===== config.mk =====
export PLATFORM = sky130hd
export DESIGN_NAME = lzw_ram
export DESIGN_NICKNAME = d
export VERILOG_FILES = /design/src/hw/rtl/lzw_ram.sv
export SDC_FILE = /design/constraint.sdc
export NUM_CORES = 1
export LEC_CHECK = 0
export ABC_AREA = 0
export ABC_CLOCK_PERIOD_IN_PS = 2200
export BUFFER_PORTS_ARGS = -buffer_cell sky130_fd_sc_hd__clkbuf_2
export CAP_MARGIN = 20
export CORE_MARGIN = 4
export CORE_UTILIZATION = 40
export CTS_BUF_LIST = sky130_fd_sc_hd__clkbuf_4
export DETAILED_ROUTE_END_ITERATION = 8
export PLACE_DENSITY = 0.52
export SLEW_MARGIN = 15
export SYNTH_ARGS = -nofsm -noshare
export SYNTH_HDL_FRONTEND = slang
export SYNTH_SLANG_ARGS = --single-unit

===== constraint.sdc =====
create_clock -name clk_i -period 2.2 [get_ports clk_i]
set_input_delay 0.22 -clock clk_i [delete_from_list [all_inputs] [get_ports clk_i]]
set_output_delay 0.22 -clock clk_i [all_outputs]
set_load 0.01 [all_outputs]

===== src/hw/rtl/lzw_ram.sv =====
// ----------------------------------------------------------------------------
// lzw_ram
// Simple dual-port RAM: one write port, one read port with registered data.
// ----------------------------------------------------------------------------
module lzw_ram #(
  parameter int Depth = 64,
  parameter int Width = 8
) (
  input  logic                     clk_i,
  input  logic                     we_i,
  input  logic [$clog2(Depth)-1:0] waddr_i,
  input  logic [Width-1:0]         wdata_i,
  input  logic [$clog2(Depth)-1:0] raddr_i,
  output logic [Width-1:0]         rdata_o
);

  logic [Width-1:0] mem [Depth];

  always_ff @(posedge clk_i) begin
    if (we_i) begin
      mem[waddr_i] <= wdata_i;
    end
  end

  always_ff @(posedge clk_i) begin
    rdata_o <= mem[raddr_i];
  end

endmodule


==> results of run 1 <==
==> layout by cell type (no fill, tap or decap), types with 4 or more instances in the layout <==
master / instances
sky130_fd_sc_hd__edfxtp_1: 512
sky130_fd_sc_hd__clkbuf_4: 187
sky130_fd_sc_hd__buf_4: 157
sky130_fd_sc_hd__mux4_2: 126
sky130_fd_sc_hd__nor2_1: 83
sky130_fd_sc_hd__clkbuf_2: 26
sky130_fd_sc_hd__mux2i_1: 23
sky130_fd_sc_hd__nand2_1: 19
sky130_fd_sc_hd__clkinv_1: 19
sky130_fd_sc_hd__nor2b_1: 14
sky130_fd_sc_hd__mux2_2: 13
sky130_fd_sc_hd__nand3_1: 13
sky130_fd_sc_hd__buf_12: 9
sky130_fd_sc_hd__o221ai_1: 8
sky130_fd_sc_hd__o22ai_1: 8
sky130_fd_sc_hd__dfxtp_1: 8
sky130_fd_sc_hd__nand2b_1: 7
sky130_fd_sc_hd__nor3_1: 7
sky130_fd_sc_hd__dlygate4sd3_1: 7
sky130_fd_sc_hd__a221oi_1: 6
sky130_fd_sc_hd__inv_2: 6
sky130_fd_sc_hd__a211oi_1: 4
sky130_fd_sc_hd__bufinv_16: 4
==> power breakdown <==
part / total, W / switching [W] / internal [W] / leakage, nW
combinational: 0.00115 / 0.000659 / 0.000487 / 2.31
sequential: 0.0110 / 0.0000375 / 0.0110 / 4.67
clock: 0.00803 / 0.00367 / 0.00435 / 0.984
total: 0.0202 / 0.00437 / 0.0158 / 7.97
==> state kept, by name, summed over array words and instances (netlist names) <==
register,flops
rdata_o,8
mem,512
==> worst min-delay path by stage <==
stage	startpoint	end	slack, ps	cells after the start
floorplan	wdata_i[0]	mem[0][0]	320	0
global placement	rdata_o[0]	rdata_o[0]	670	1
detailed placement	rdata_o[0]	rdata_o[0]	650	1
CTS	wdata_i[1]	mem[38][1]	10	2
global route	wdata_i[1]	mem[38][1]	40	2
finish	wdata_i[1]	mem[38][1]	70	2
==> logic make-up after synthesis <==
family / Yosys count / synth area share (%)
compound gates: 54 / 2.07
buf+inv: 51 / 1.57
mux: 162 / 15.9
flops: 520 / 77.0
simple gates: 153 / 3.39
==> layout make-up <==
| class | count | area, um^2 |
|---|---|---|
| antenna | 1 | 2.50 |
| clock buffer | 187 | 1400 |
| clock inverter | 32 | 229 |
| fill | 4203 | 26100 |
| multi-input combinational | 369 | 4320 |
| sequential | 520 | 15500 |
| tap | 672 | 841 |
| timing repair buffer | 200 | 1570 |
==> routing by layer <==
metal	track usage [%]	part of all wire, %
met5	0	0.042
met4	7.27	2.6
met3	4.17	5.8
met2	27.8	48
met1	25.2	44
==> through the flow <==
stage / setup WS [ps] / hold WS [ps] / cell area, um^2 / setup TNS [ps] / util (%)
after CTS: 166 / 14.0 / 23900 / 0 / 47.8
after detailed placement: -268 / 649 / 22200 / -1380 / 44.4
final: 181 / 74.0 / 23900 / 0 / 47.8
after floorplan: 312 / 319 / 20200 / 0 / -
after global placement: -252 / 667 / 22200 / -1240 / 44.4
after global routing: 119 / 44.4 / 23900 / 0 / 47.8
==> parameters.txt, run 1 <==
Parameter                              Value

Status
  Outcome    finished, final reports clean

Logic synthesis
  FFs w/ async S/R, synth    0%
  Leading cell types by count after synthesis    512 x sky130_fd_sc_hd__edfxtp_1, 126 x sky130_fd_sc_hd__mux4_2, 83 x sky130_fd_sc_hd__nor2_1
  Synthesis Warnings    0
  Post-synthesis cell count    940
  Sequential fraction of the synthesis area    77.0%
  Unique masters post-synth    40
  Summed instance area of the synthesized netlist    around 0.020 mm^2
  Cell types with the largest area share after synthesis    sky130_fd_sc_hd__edfxtp_1 76%, sky130_fd_sc_hd__mux4_2 14%, sky130_fd_sc_hd__nor2_1 1.5%
  Cell accounting for the most synthesized area    sky130_fd_sc_hd__edfxtp_1
  Number of nets in the synthesized netlist    a little under 1,000
  Synthesized area divided by synthesized cell count    21.5 um^2
  Number of enable-type register cells in the synthesized netlist    about 510
  Post-synth top area share    ~76%
  Cell with the most instances after synthesis    sky130_fd_sc_hd__edfxtp_1
  Main synth FF type    sky130_fd_sc_hd__edfxtp_1
  Synthesized flop and latch total    520

Critical path
  Slowest stage cell, crit path    sky130_fd_sc_hd__mux4_2
  CP startpoint    mem[25][6]
  Element type at the critical path start    flop
  Combined buffer and inverter count along the critical path    1
  Worst path arrival time    2710 ps
  Critical path endpoint    rdata_o[6]
  Endpoint of the lowest-slack register-to-register path    rdata_o[6]
  Worst reg-to-reg path cell count    6
  Slack of the worst reg-to-reg path    around 180 ps
  Cell type group with the largest total delay on the critical path    multiplexers
  Critical Path End Type    flop
  Worst path max stage delay    around 470 ps
  WP depth    6
  Required time of the critical path    a little under 3000 ps
  Highest net fanout along the worst path    1
  Type of the worst setup path    flop to flop
  Beginning of the worst register-to-register path    mem[25][6]
  Ordered list of cells on the worst path    mux4_2 > mux2_2 > o221a_2 > nor3_1 > buf_4 > o32ai_1

Layout
  Fin nets    1,247
  Ratio of cells with drive above 1 in the final layout    about two fifths
  Final instance count without filler cells    around 2,000
  Area overhead of the layout relative to synthesis    18.5%

GRT
  Number of global-route vias before repair    between 10,000 and 15,000
  Antenna violations before repair    2
  Wire length of the first global-routing pass    70,700 um
  Congestion Overflow GR    0
  Pin count of the biggest net entering global routing    65
  Total Routing Usage GR    between 10% and 20%

STA
  RSZ-0062 raised after global routing    false
  Final count of hold timing violations    0
  Relative slew slack    between 40% and 50%
  Post-route clock period utilization    roughly nine tenths
  Max Clk Rate    a little under 500 MHz
  Final critical-path required period    a little over 2000 ps
  Setup violation total in the final timing report    0
  Slew at the pin closest to its max-slew limit    slightly below 900 ps
  Pins over their slew limit    0
  Final setup skew    between 30 and 40 ps

Detailed routing
  Post-route DRC violation count    0
  DRT antenna net count    0
  Total wire length    ~48,000 um
  DR iter-0 viols    821
  Via total after detailed routing    approximately 10,000
  Post-detailed-route via-to-cell ratio    5.23
  DRT Pass-1 Iters    5
  Post-DR wirelength/cell    about 24 um

Worst hold path
  Type of the worst min-delay path    input pin to flop

Pwr
  P_leak    around 8.0 nW
  VDD IR max    a little under 300 uV
  Power density over the cells    844 mW/mm^2
  Post-route total power    0.0202 W

CTS
  Clock transition at the registers of the reported paths    around 60 ps
  Clock sink total    520
  CTS Buffer Depth    3
  Buffer type at the clock tree root    sky130_fd_sc_hd__clkbuf_4
  Number of buffers inserted to repair setup after CTS    0
  Latest clock arrival within the worst-skew pair    about 810 ps
  # hold bufs at CTS    7
  Cts repair resizes    0
  Clock tree from TritonCTS    yes
  Number of H-tree branching levels    4
  Number of buffers created by CTS    134

Floorplanning
  Die Footprint    around 0.054 mm^2
  Boundary Pins    30
  # rows    just over 80
  Starting density of the core    roughly 40%
  Die X    ~230 um
  Vertical die dimension    233 um
  Core region area    about 0.050 mm^2

Placed design
  Count of input and output buffers    29
  RePlAce Congestion    0.772
  Cell count after placement    ~1,800
  Total half-perimeter wirelength after legalization and detailed placement    31,000 um

Run
  MaxCap Viol Count    0
(Power assumes the default switching activity.)
==> run 2, diff against run 1 <==
CORE_UTILIZATION = 25   (was 40)
GPL_ROUTABILITY_DRIVEN = 0   (was not set)
PLACE_DENSITY = 0.36   (was 0.52)
==> run 2 against run 1 <==
Wire length grew 18%. Power grew 5.2%. Die area grew 58%. Largest power group unchanged. Final area grew 3.6%. Register-to-register slack lost 80 ps. Count of clock-buffer cells in the layout grew 33. Core utilization shrank 17 points. First-iteration DRC count shrank 3.9%. Clock skew grew 18 ps. Sequential share of layout area shrank 2.3 points. Maximum frequency shrank 3.9%.
==> parameters.txt, run 2 (synthesis results as in run 1) <==
Parameter                              Value

CTS
  Number of buffers inserted to repair setup after CTS    0 (unchanged)
  Latest clock arrival within the worst-skew pair    920 ps (+110 ps)
  CTS Buffer Depth    3 (unchanged)
  Clock sink total    520 (unchanged)
  Clock transition at the registers of the reported paths    70 ps (about the same)
  Clock tree from TritonCTS    yes
  Buffer type at the clock tree root    sky130_fd_sc_hd__clkbuf_4
  Number of H-tree branching levels    4 (unchanged)
  Number of buffers created by CTS    148 (+10%)

Floorplanning
  Core region area    0.0795 mm^2 (+59%)
  Vertical die dimension    292 um (+26%)
  Die Footprint    0.0853 mm^2 (+58%)
  Starting density of the core    25.4% (-15 points)
  # rows    103 (+26%)
  Die X    292 um (+26%)
  Boundary Pins    30 (unchanged)

Layout
  Register containing the most flip-flops in the final layout    mem
  Area overhead of the layout relative to synthesis    22.8%
  Cell area after layout    0.0248 mm^2 (+3.6%)
  Most used cells in the layout excluding fill and tap cells    512 x sky130_fd_sc_hd__edfxtp_1, 220 x sky130_fd_sc_hd__clkbuf_4, 133 x sky130_fd_sc_hd__buf_4
  Biggest regs    mem x512, rdata_o x8
  Commonest non-fill, non-tap cell in the layout    sky130_fd_sc_hd__edfxtp_1
  Fin nets    1,259 (+0.96%)
  Ratio of cells with drive above 1 in the final layout    41.0% (+0.21 points)
  Flip-flop count of the largest register, all copies and words added    512 (unchanged)

Detailed routing
  DRT Pass-1 Iters    5 (unchanged)
  Post-DR wirelength/cell    23.5 um (-2.6%)
  Total wire length    56,200 um (+18%)
  Post-detailed-route via-to-cell ratio    4.40 (-16%)
  DR iter-0 viols    789 (-3.9%)
  Via total after detailed routing    10,600 (+1.8%)
  Post-route DRC violation count    0 (unchanged)
  DRT antenna net count    0 (unchanged)

Critical path
  Type of the worst setup path    flop to flop
  Required time of the critical path    3000 ps (+110 ps)
  Highest net fanout along the worst path    1 (unchanged)
  Worst path arrival time    2900 ps (+190 ps)
  Critical Path End Type    flop
  Element type at the critical path start    flop

Placed design
  Total half-perimeter wirelength after legalization and detailed placement    35,600 um (+15%)
  Count of input and output buffers    29 (unchanged)
  Post-DP Area    0.0227 mm^2 (+2.1%)

GRT
  Antenna violations before repair    3 (+1)
  M3 GR Usage    3.77% (-0.40 points)
  Global-route layer with the greatest usage    met2
  Total Routing Usage GR    13.3% (-4.8 points)
  Congestion Overflow GR    0 (unchanged)
  Wire length of the first global-routing pass    81,200 um (+15%)
  Number of global-route vias before repair    11,300 (+3.5%)
  Routing usage on met2    20.3% (-7.5 points)
  Met1 Use GR    18.2% (-7.0 points)
  Pin count of the biggest net entering global routing    65 (unchanged)

Pwr
  Cell internal power dissipation    0.0165 W (+4.2%)
  P_leak    8.13 nW (+2.0%)
  Logic gate share of total power    5.8% (about the same)
  Fraction of power consumed by the clock network    42.3% (+2.5 points)
  Switching Fraction    22.4% (+0.75 points)
  Sequential share of power    51.9% (-2.6 points)
  Power density over the cells    857 mW/mm^2 (+1.5%)
  Switching component of the power    0.00476 W (+8.9%)
  VDD IR max    363 uV (+23%)

STA
  Slew at the pin closest to its max-slew limit    748 ps (-128 ps)
  Post-route clock period utilization    95.5% (+3.7 points)
  RSZ-0062 raised after global routing    false
  Max Clk Rate    476 MHz (-3.9%)
  Final count of hold timing violations    0 (unchanged)
  WHS    170 ps (+96.1 ps)
  Relative slew slack    49.6% (+8.0 points)
  Setup violation total in the final timing report    0 (unchanged)
  Final setup skew    51.4 ps (+17.7 ps)
  Final critical-path required period    2100 ps (+82.2 ps)
  Pins over their slew limit    0 (unchanged)

Run
  MaxCap Viol Count    0 (unchanged)

Worst hold path
  Type of the worst min-delay path    input pin to flop

Status
  Outcome    finished, final reports clean
==> run 2: routing by layer <==
layer,part of all wire (%),wire [um]
met3,4.9,2740
met5,0.023,13
met4,2.1,1160
met1,47,26200
met2,46,26100
==> run 2: metrics by stage <==
stage | TNS (ps) | util [%] | total power [W] | cells | setup slack, ps
after global placement | -820 | 28.5 | 0.0125 | 2117 | -359
after CTS | 0 | 31.1 | 0.0217 | 2388 | 89.2
after global routing | 0 | 31.1 | 0.0223 | 2392 | 60.9
final | 0 | 31.2 | 0.0212 | 2396 | 98.8
after floorplan | 0 | - | 0.0118 | 940 | 312
after detailed placement | -857 | 28.5 | 0.0125 | 2117 | -409
==> run 2: cell type report <==
cell class	instances	area (um^2)
multi-input cells	369	4320
flip-flops and latches	520	15500
well taps	1050	1310
clock inverters	31	229
repair buffers	198	1700
clock buffers	220	1650
fillers	7726	54700
diodes	8	20.0
==> run 2: worst max-delay path, stage by stage, from the launching register on <==
cell,delay [ps]
sky130_fd_sc_hd__edfxtp_1,370
sky130_fd_sc_hd__mux4_2,450
sky130_fd_sc_hd__mux2_2,290
sky130_fd_sc_hd__o221a_2,280
sky130_fd_sc_hd__nor3_1,300
sky130_fd_sc_hd__buf_4,210
sky130_fd_sc_hd__o32ai_1,90
==> run 2: timing repair <==
item | in CTS | in global routing
hold buffers | 20 | 0
endpoints found under the setup margin | 1 | 0
gates resized for setup | 1 | 0
hold endpoints to repair | 584 | 0
==> run 2: worst paths after layout <==
check / from / to / slack (ps) / cells after the start
setup / recovery: mem[24][4] / rdata_o[4] / 100 / 6
setup reg to reg: mem[24][4] / rdata_o[4] / 100 / 6
hold reg to reg: mem[34][1] / rdata_o[1] / 830 / 4
hold / removal: waddr_i[3] / mem[13][6] / 170 / 4
==> run 2: power by group through the flow <==
| stage | Clock (W) | Combinational [W] | Sequential (W) |
|---|---|---|---|
| after CTS | 0.00944 | 0.00127 | 0.0110 |
| after global routing | 0.00997 | 0.00133 | 0.0110 |
| final | 0.00899 | 0.00123 | 0.0110 |
| after global placement | 0 | 0.00124 | 0.0112 |
| after floorplan | 0 | 0.000584 | 0.0112 |
| after detailed placement | 0 | 0.00124 | 0.0112 |
==> run 3, diff against run 2 <==
CELL_PAD_IN_SITES_DETAIL_PLACEMENT = 1   (was not set)
CELL_PAD_IN_SITES_GLOBAL_PLACEMENT = 1   (was not set)
CORE_UTILIZATION = 30   (was 25)
PLACE_DENSITY = 0.45   (was 0.36)
==> run 3 against run 2 <==
Cell count down 7.7%. Critical endpoint is now rdata_o[1]. Flip-flop and latch count stayed put. First-iteration DRC count rose by 4.6%. Largest cell class unchanged.
==> parameters.txt, run 3 (synthesis results as in run 1) <==
Parameter                              Value

GRT
  Number of global-route vias before repair    11,700 (+3.1%)
  Pin count of the biggest net entering global routing    65 (unchanged)
  Wire length of the first global-routing pass    81,100 um (about the same)
  Antenna violations before repair    4 (+1)
  Total Routing Usage GR    16.0% (+2.6 points)
  Congestion Overflow GR    0 (unchanged)

Layout
  Core utilization of the finished layout    37.1% (+6.0 points)
  Commonest non-fill, non-tap cell in the layout    sky130_fd_sc_hd__edfxtp_1
  Biggest regs    mem x512, rdata_o x8
  Cell area after layout    0.0246 mm^2 (-0.78%)
  Register containing the most flip-flops in the final layout    mem
  Area overhead of the layout relative to synthesis    21.9%
  Ratio of cells with drive above 1 in the final layout    41.0% (about the same)
  Fin nets    1,263 (+0.32%)
  Most used cells in the layout excluding fill and tap cells    512 x sky130_fd_sc_hd__edfxtp_1, 207 x sky130_fd_sc_hd__clkbuf_4, 145 x sky130_fd_sc_hd__buf_4
  Layout filler cell count    6,556 (-15%)
  Flip-flop count of the largest register, all copies and words added    512 (unchanged)

Detailed routing
  Post-detailed-route via-to-cell ratio    4.79 (+8.7%)
  Post-DR wirelength/cell    25.0 um (+6.5%)
  Total wire length    55,200 um (-1.7%)
  DR iter-0 viols    825 (+4.6%)
  DRT Pass-1 Iters    4 (-1)
  Via total after detailed routing    10,600 (+0.32%)
  DRT antenna net count    0 (unchanged)
  Post-route DRC violation count    0 (unchanged)

Critical path
  Slack of the worst reg-to-reg path    100 ps (about the same)
  CP startpoint    mem[8][1]
  Ordered list of cells on the worst path    mux4_2 > mux4_2 > nor2_1 > nor3_1 > o2bb2ai_1
  Type of the worst setup path    flop to flop
  Worst reg-to-reg path cell count    5 (-1)
  Beginning of the worst register-to-register path    mem[8][1]
  Cell type group with the largest total delay on the critical path    multiplexers
  Endpoint of the lowest-slack register-to-register path    rdata_o[1]
  Worst path max stage delay    530 ps (+80 ps)
  Crit path top cell by count    sky130_fd_sc_hd__mux4_2
  Element type at the critical path start    flop
  Worst path arrival time    2910 ps (about the same)
  Critical Path End Type    flop
  Highest net fanout along the worst path    1 (unchanged)
  Combined buffer and inverter count along the critical path    0 (-1)
  Slowest stage cell, crit path    sky130_fd_sc_hd__mux4_2
  Required time of the critical path    3010 ps (about the same)

Worst hold path
  Worst-case hold path end point    mem[51][2]
  Type of the worst min-delay path    input pin to flop
  Hold path cells    4 (unchanged)
  Start point of the worst hold path    waddr_i[4]

STA
  Final WS setup    100 ps (+1.50 ps)
  RSZ-0062 raised after global routing    false
  Final critical-path required period    2100 ps (-1.50 ps)
  Slew at the pin closest to its max-slew limit    810 ps (+62.0 ps)
  Max Clk Rate    476 MHz (about the same)
  WHS    133 ps (-36.7 ps)
  Final count of hold timing violations    0 (unchanged)
  Relative slew slack    45.9% (-3.7 points)
  Pins over their slew limit    0 (unchanged)
  Final setup skew    26.2 ps (-25.2 ps)
  Post-route clock period utilization    95.4% (about the same)
  Setup violation total in the final timing report    0 (unchanged)
  Sum of negative setup slack    0 ps (unchanged)

Placed design
  Total half-perimeter wirelength after legalization and detailed placement    35,000 um (-1.6%)
  Worst slack at placement    -274 ps (+135 ps)
  Post-DP Area    0.0225 mm^2 (-0.63%)
  Count of input and output buffers    29 (unchanged)

CTS
  Number of buffers inserted to repair setup after CTS    0 (unchanged)
  Buffer type at the clock tree root    sky130_fd_sc_hd__clkbuf_4
  Number of buffers created by CTS    143 (-3.4%)
  Clock sink total    520 (unchanged)
  CTS Buffer Depth    3 (unchanged)
  Clock tree from TritonCTS    yes
  Clock transition at the registers of the reported paths    60 ps (about the same)
  Number of H-tree branching levels    4 (unchanged)
  Latest clock arrival within the worst-skew pair    930 ps (about the same)

Floorplanning
  Die Footprint    0.0714 mm^2 (-16%)
  # rows    94 (-8.7%)
  Core region area    0.0662 mm^2 (-17%)
  Boundary Pins    30 (unchanged)
  Die X    267 um (-8.5%)
  Starting density of the core    30.5% (+5.1 points)
  Vertical die dimension    267 um (-8.5%)

Pwr
  Cell internal power dissipation    0.0165 W (about the same)
  Switching component of the power    0.00472 W (-0.73%)
  P_leak    8.16 nW (+0.42%)
  Switching Fraction    22.3% (-0.14 points)
  VDD IR max    369 uV (+1.6%)
  Fraction of power consumed by the clock network    42.4% (about the same)
  Logic gate share of total power    5.8% (about the same)
  Sequential share of power    51.8% (about the same)
  Power density over the cells    863 mW/mm^2 (+0.67%)

Run
  MaxCap Viol Count    0 (unchanged)

Status
  Outcome    finished, final reports clean
[run 3: metal layers]
layer  GRT usage [%]  routed length, um  up-vias
li1                -                  -     4623
met1            21.7              25300     5651
met2            25.2              26400      234
met3            4.12               2520       70
met4            5.27                933        6
met5               0                 37        -
[run 3: timing repair]
action / in CTS / in global routing
hold buffers: 17 / 0
endpoints found under the hold margin: 499 / 0
resized for setup: 0 / 0
[run 3: how the worst max path moves through the flow]
stage               slack [ps]          to  cells past startpoint
floorplan                  310  rdata_o[3]                      7
global placement          -250  rdata_o[1]                      8
detailed placement        -270  rdata_o[1]                      8
CTS                        100  rdata_o[1]                      5
global route                40  rdata_o[1]                      5
finish                     100  rdata_o[1]                      5
[run 3: worst reg2reg max path: stages, from the launching register on]
cell and delay, ps:
sky130_fd_sc_hd__edfxtp_1 370, sky130_fd_sc_hd__mux4_2 490, sky130_fd_sc_hd__mux4_2 530, sky130_fd_sc_hd__nor2_1 260, sky130_fd_sc_hd__nor3_1 150, sky130_fd_sc_hd__o2bb2ai_1 170
[run 3: stage by stage]
stage                     power (W)  std cells
final                        0.0212       2211
after global routing         0.0223       2210
after CTS                    0.0216       2209
after detailed placement     0.0124       1943
after global placement       0.0124       1943
after floorplan              0.0118        940
[run 3: cell type report]
type / count / area (um^2) / share of cell area [%]
Antenna cell: 2 / 5.00 / 0.0204
Clock buffer: 207 / 1550 / 6.32
Clock inverter: 42 / 322 / 1.31
Multi-Input combinational cell: 369 / 4320 / 17.6
Sequential cell: 520 / 15500 / 63.2
Tap cell: 864 / 1080 / 4.40
Timing Repair Buffer: 207 / 1760 / 7.18
[run 3: power by group through the flow]
stage / combinational, W / clock, W / sequential, W
floorplan: 0.000584 / 0 / 0.0112
finish: 0.00122 / 0.00899 / 0.0110
detailed placement: 0.00124 / 0 / 0.0112
global placement: 0.00123 / 0 / 0.0112
global route: 0.00132 / 0.00996 / 0.0110
CTS: 0.00126 / 0.00939 / 0.0110
